==> config.mk <==
export PLATFORM = sky130hd
export DESIGN_NAME = bpc_div
export DESIGN_NICKNAME = d
export VERILOG_FILES = /design/src/hdl/bpc_div.sv
export SDC_FILE = /design/constraint.sdc
export NUM_CORES = 2
export LEC_CHECK = 0
export ABC_CLOCK_PERIOD_IN_PS = 3400
export CAP_MARGIN = 20
export CORE_UTILIZATION = 55
export CTS_CLUSTER_DIAMETER = 200
export DETAILED_ROUTE_END_ITERATION = 10
export DONT_BUFFER_PORTS = 1
export PLACE_DENSITY = 0.73
export SLEW_MARGIN = 5
export SYNTH_ARGS = -nofsm -noshare
export SYNTH_HDL_FRONTEND = slang
export SYNTH_MEMORY_MAX_BITS = 65536
export SYNTH_SLANG_ARGS = --single-unit
==> constraint.sdc <==
create_clock -name clock -period 3.4 [get_ports clock]
set_clock_uncertainty 0.1 [all_clocks]
set_input_delay 0.17 -clock clock [delete_from_list [all_inputs] [get_ports clock]]
set_output_delay 0.17 -clock clock [all_outputs]
set_load 0.03 [all_outputs]
==> src/hdl/bpc_div.sv <==
`default_nettype none
module bpc_div #(
   parameter int WIDTH = 32,
   parameter int PW    = 1
) (
   input  wire logic             clock,
   input  wire logic             reset,
   input  wire logic             in_valid,
   input  wire logic [WIDTH-1:0] in_num,
   input  wire logic [WIDTH-1:0] in_den,
   input  wire logic [PW-1:0]    in_side,
   output logic                  out_valid,
   output logic [WIDTH-1:0]      out_quo,
   output logic [PW-1:0]         out_side
);

   // restoring division, one quotient bit per stage
   logic [WIDTH-1:0] vld_ff;
   logic [WIDTH-1:0] rem_ff  [WIDTH];
   logic [WIDTH-1:0] num_ff  [WIDTH];
   logic [WIDTH-1:0] den_ff  [WIDTH];
   logic [WIDTH-1:0] quo_ff  [WIDTH];
   logic [PW-1:0]    side_ff [WIDTH];

   for (genvar k = 0; k < WIDTH; k++) begin : g_stage
      logic             p_vld;
      logic [WIDTH-1:0] p_rem, p_num, p_den, p_quo;
      logic [PW-1:0]    p_side;
      logic [WIDTH:0]   shifted, diff;
      logic             ge;
      logic [WIDTH-1:0] rem_in, num_in, quo_in;

      if (k == 0) begin : g_first
         assign p_vld  = in_valid;
         assign p_rem  = '0;
         assign p_num  = in_num;
         assign p_den  = in_den;
         assign p_quo  = '0;
         assign p_side = in_side;
      end else begin : g_next
         assign p_vld  = vld_ff[k-1];
         assign p_rem  = rem_ff[k-1];
         assign p_num  = num_ff[k-1];
         assign p_den  = den_ff[k-1];
         assign p_quo  = quo_ff[k-1];
         assign p_side = side_ff[k-1];
      end

      assign shifted = {p_rem, p_num[WIDTH-1]};
      assign diff    = shifted - {1'b0, p_den};
      assign ge      = ~diff[WIDTH];
      assign rem_in  = ge ? diff[WIDTH-1:0] : shifted[WIDTH-1:0];
      assign num_in  = {p_num[WIDTH-2:0], 1'b0};
      assign quo_in  = {p_quo[WIDTH-2:0], ge};

      always_ff @(posedge clock) begin
         if (reset) begin
            vld_ff[k] <= 1'b0;
         end else begin
            vld_ff[k] <= p_vld;
         end
      end

      always_ff @(posedge clock) begin
         rem_ff[k]  <= rem_in;
         num_ff[k]  <= num_in;
         den_ff[k]  <= p_den;
         quo_ff[k]  <= quo_in;
         side_ff[k] <= p_side;
      end
   end

   assign out_valid = vld_ff[WIDTH-1];
   assign out_quo   = quo_ff[WIDTH-1];
   assign out_side  = side_ff[WIDTH-1];

endmodule
`default_nettype wire

* Yosys cells after proc, flatten, opt, wreduce, memory -nomap -nowiden *
Memory sizes are Yosys's and may differ from the RTL's.
Cells that the tools add are included.

operators by class
  multiplexer cells = 32
  bitwise operators = 32
  add/subtract/negate cells = 32

operator list
  cell            number
  $mux 32         32
  $sub 33x32->33  31
  $sub 1x32->33   1
  $not 1->1       32

storage, ports and cells
  logic and storage cells = 133
  memories kept = 5
  register bits = 32
  memory bits (writable) = 4096
  output and inout port bits = 34

memories
  memory   words  bits a word  read ports  clocked after Yosys merged registers in  wr ports  line  text
  den_ff   32     32           31          0                                        32        21    logic [WIDTH-1:0] den_ff [WIDTH];
  quo_ff   32     32           32          0                                        32        22    logic [WIDTH-1:0] quo_ff [WIDTH];
  rem_ff   32     32           31          0                                        32        19    logic [WIDTH-1:0] rem_ff [WIDTH];
  num_ff   32     31           31          0                                        32        20    logic [WIDTH-1:0] num_ff [WIDTH];
  side_ff  32     1            32          0                                        32        23    logic [PW-1:0] side_ff [WIDTH];

* Depth between registers and ports, before layout *
An unclocked memory read counts as a cell.

  word-level depth = 3
  gate-level depth with buffers = 15
  gate-level depth less buffers = 14

* Worst setup path before layout *
No wires, ideal clock.

  path type = reg2reg
  from = mem num_ff[1][216] in the netlist's numbering
  to = mem rem_ff[23][26], in the netlist rem_ff[1][250]
  slack = -0.293 ns
  arrival = 3.472 ns
  path buffers = 1
  required time = 3.179 ns
  cell stages (with the launch flop) = 15
  cells stage by stage = dfxtp_1 > inv_1 > ha_1 > fa_1 > nand2b_1 > a21oi_1 > o211ai_1 > a2111oi_0 > o41ai_2 > a211o_1 > nand3_1 > a21oi_1 > xor2_1 > buf_2 > mux2_2

RTL lines
  item             line
  start, declared  20
  end, declared    19

==> metrics.md <==
| Metric | Value |
|---|---|
| Row count | 175 |
| Setup crit start | num_ff[0][30] |
| Num Clock Sinks | 3,072 |
| CP Max Fanout | 7 |
| Critical Path Source Type | register |
| Area grow syn2layout | 24.94% |
| Predominant post-synthesis flop cell | dfxtp_1 |
| Max-slew violation count | 0 |
| Post-synth EDFFs | 0 |
| Final #Nets | 14,810 |
| Sequential share of the synthesized area | 0.4873 |
| Violated checks | negative setup slack |
| Fmax | 262.9 MHz |
| Setup crit end | rem_ff[0][58] |
| Initial drt markers | 5,302 |
| Worst setup EP type | register |
| Post-DP HPWL | 221.6 mm |
| Beginning of the worst register-to-register path | num_ff[0][30] |
| Slew @ Worst Pin | 964.7 ps |
| Die width | 481.0 microns |
| Overall Global Routing Usage | 0.2622 |
| WS Path Type | register to register |
| Reg area | 61,640 sq um |
| Peak supply drop | 0.7718 mV |
| Clk Tree Root Cell | clkbuf_16 |
| Top post-synthesis cells by area | dfxtp_1, ha_1, mux2_2, xnor2_1, inv_1 |
| IO Count | 102 |
| Yosys reg bits | 3,072 |
| Worst EP arrival | 4540 ps |
| R2r worst-path depth | 16 |
| WHS | 192.4 ps |
| Routed WL | 317.5 mm |
| Share of the synthesized area in the top cell type | 0.4873 |
| H-tree depth | 5 |
| CTS buffer count | 318 |
| Routed length per instance | 18.72 microns |
| Cell taking the most area after synthesis | dfxtp_1 |
| Post-Syn Instances | 12,200 |
| Distinct cell type count after synthesis | 96 |
| Max_slew headroom | 0.3547 |
| Vias | 92,090 |
| Largest buffer count on any clock path | 4 |
| Status | finished with violations |
| Die Area | 231,400 sq um |
| Largest net degree at the start of global routing | 33 |
| Starting density of the core | 0.5542 |
| RSZ-0062 raised after global routing | true |
| Chip Height | 481.0 microns |
| Grt ovf | 0 |
| Synth Warn # | 0 |
| Core area | 227,700 sq um |
| CTS tree | yes |
| Avg Vias per Cell | 5.429 |
| PnR worst setup slack | -403.9 ps |
| First-pass DRT Iterations | 8 |
| Pwr dens | 1230 nW/um^2 |
| Period utilization | 1.119 |
| Final Critical Period | 3804 ps |
| Vias in the first global route | 93,540 |
| RR Endpoint | rem_ff[0][58] |
| Multi-input logic area | 63,800 sq um |
| Reg-to-reg slack, setup | -400 ps |
| LEAKAGE | 74.78 nW |
| Antenna-violating nets left | 0 |
| Initial antenna violation count | 5 |
| Post-Syn Area | 126,200 sq um |
| Async set or reset register ratio after synthesis | 0 |
| Max-Cap Viols | 0 |
| Final Hold Fails | 0 |
| Pre-CTS setup slack | -700.2 ps |
| DRC violations left | 0 |
| Share of layout cells above drive strength 1 | 0.2278 |
| Crit path required time | 4140 ps |
| Global-route wire length before repair | 489.7 mm |
| Syn_area_per_cell | 10.34 sq um |
| Port Buffers | 0 |
| Worst Hold Class | register to register |
| Reg clk slew, reported paths | 70 ps |
| # fillers | 16,510 |
| Final setup vio count | 452 |
| Placer congestion estimate | 0.9085 |
| Clock latency on the worst-skew pair | 970 ps |
-- area by class of cell --
cell class,instances,share of cell area
Multi-Input combinational cell,7663,0.4046
Clock inverter,132,0.01035
Tap cell,3009,0.02388
Clock buffer,422,0.05702
Sequential cell,3072,0.3909
Inverter,1248,0.02977
Antenna cell,4,0.00006348
Timing Repair Buffer,1412,0.08339
-- cells in the mapped netlist, drive strengths merged (22+ instances only) --
cell / count
a211o: 25
nor2: 492
fa: 30
and4: 27
a221oi: 34
a31oi: 113
o31a: 34
nor3: 84
o21ai: 526
a211oi: 83
nand2b: 149
nand4: 91
a21oi: 862
dfxtp: 3072
o21bai: 92
mux2: 807
xnor2: 558
mux2i: 88
and3: 121
or2: 22
o21a: 146
nor2b: 185
a21o: 520
o211ai: 60
ha: 993
clkbuf: 157
a311oi: 22
or3: 37
xor2: 273
o31ai: 75
nand3: 225
inv: 1248
and2: 42
a31o: 22
a2111oi: 27
buf: 78
nand2: 505
a21boi: 26
-- placed cells by master, fill, tap and decap left out, drive strengths merged, types with 273 or more instances in the layout --
cell type / count
clkbuf: 438
xnor2: 558
nor2: 492
a21o: 520
nand2: 505
buf: 1262
o21ai: 526
a21oi: 862
mux2: 807
inv: 1263
ha: 993
dfxtp: 3072
xor2: 273
-- cell families after synthesis --
kind of cell               synth area share
muxes                               0.08053
DFF                                  0.4873
AOI/OAI and AO/OA                    0.1446
other                            0.00002971
xor gates and xnor gates            0.05767
adders and majority gates            0.1032
buffers and inverters               0.04548
and+or+nand+nor                     0.08115
-- layer usage --
layer  track usage  vias up  share of wire
met5             0        -              0
met4        0.1170        0          0.044
met3       0.03733      766          0.039
met2        0.4786     2151           0.51
met1        0.3013    43830           0.41
li1              -    45340              -
-- registers in the layout, summed over array words and instances (netlist names) --
register	count
den_ff	992
out_valid	1
quo_ff	528
g_stage.p_vld	31
side_ff	32
rem_ff	992
num_ff	496
-- stage by stage --
stage	instance area (sq um)	cells	util	total power, mW	setup TNS (ps)
after floorplan	126700	12220	-	112.5	-2195
after global placement	136900	15920	0.6011	135.3	-180640
after detailed placement	136900	15920	0.6011	137.2	-204270
after CTS	154500	16840	0.6786	187.1	-73360
after global routing	157700	16960	0.6924	205.2	-151080
final	157700	16960	0.6924	193.9	-85540
-- where the power goes --
group	switching [mW]	internal, mW
clock	14.2	21.0
sequential	7.30	47.0
combinational	47.7	56.8
total	69.2	125
-- worst min-delay path by stage --
stage / endpoint / slack [ps] / cells past startpoint / from
6_report: quo_ff[0][33] / 190 / 0 / quo_ff[0][0]
5_1_grt: num_ff[0][29] / 190 / 2 / in_num[29]
4_1_cts: num_ff[0][23] / 140 / 2 / in_num[23]
3_5_place_dp: num_ff[0][0] / 100 / 0 / in_num[0]
3_3_place_gp: num_ff[0][1] / 100 / 0 / in_num[1]
2_1_floorplan: den_ff[0][0] / 100 / 0 / in_den[0]
-- worst max-delay path: stages, from the launching register on --
cell and delay, ps:
dfxtp_2 330, inv_2 80, ha_4 150, fa_2 240, nor2b_2 60, o31a_1 270
o22a_1 210, a311o_1 370, a31oi_2 260, o31ai_1 100, a21o_1 200, a221oi_2 340
buf_4 200, xnor2_4 140, buf_12 170, buf_12 140, mux2_4 300
-- what timing repair did --
| item | 4_1_cts | 5_1_grt |
|---|---|---|
| pin swaps | 190 | 234 |
| hold buffers | 134 | 0 |
| setup endpoints to repair | 934 | 956 |
| endpoints found under the hold margin | 114 | 0 |
| gates resized for setup | 706 | 611 |
| cloned | 55 | 19 |
| buffers inserted | 188 | 146 |
(Power assumes the default switching activity.)
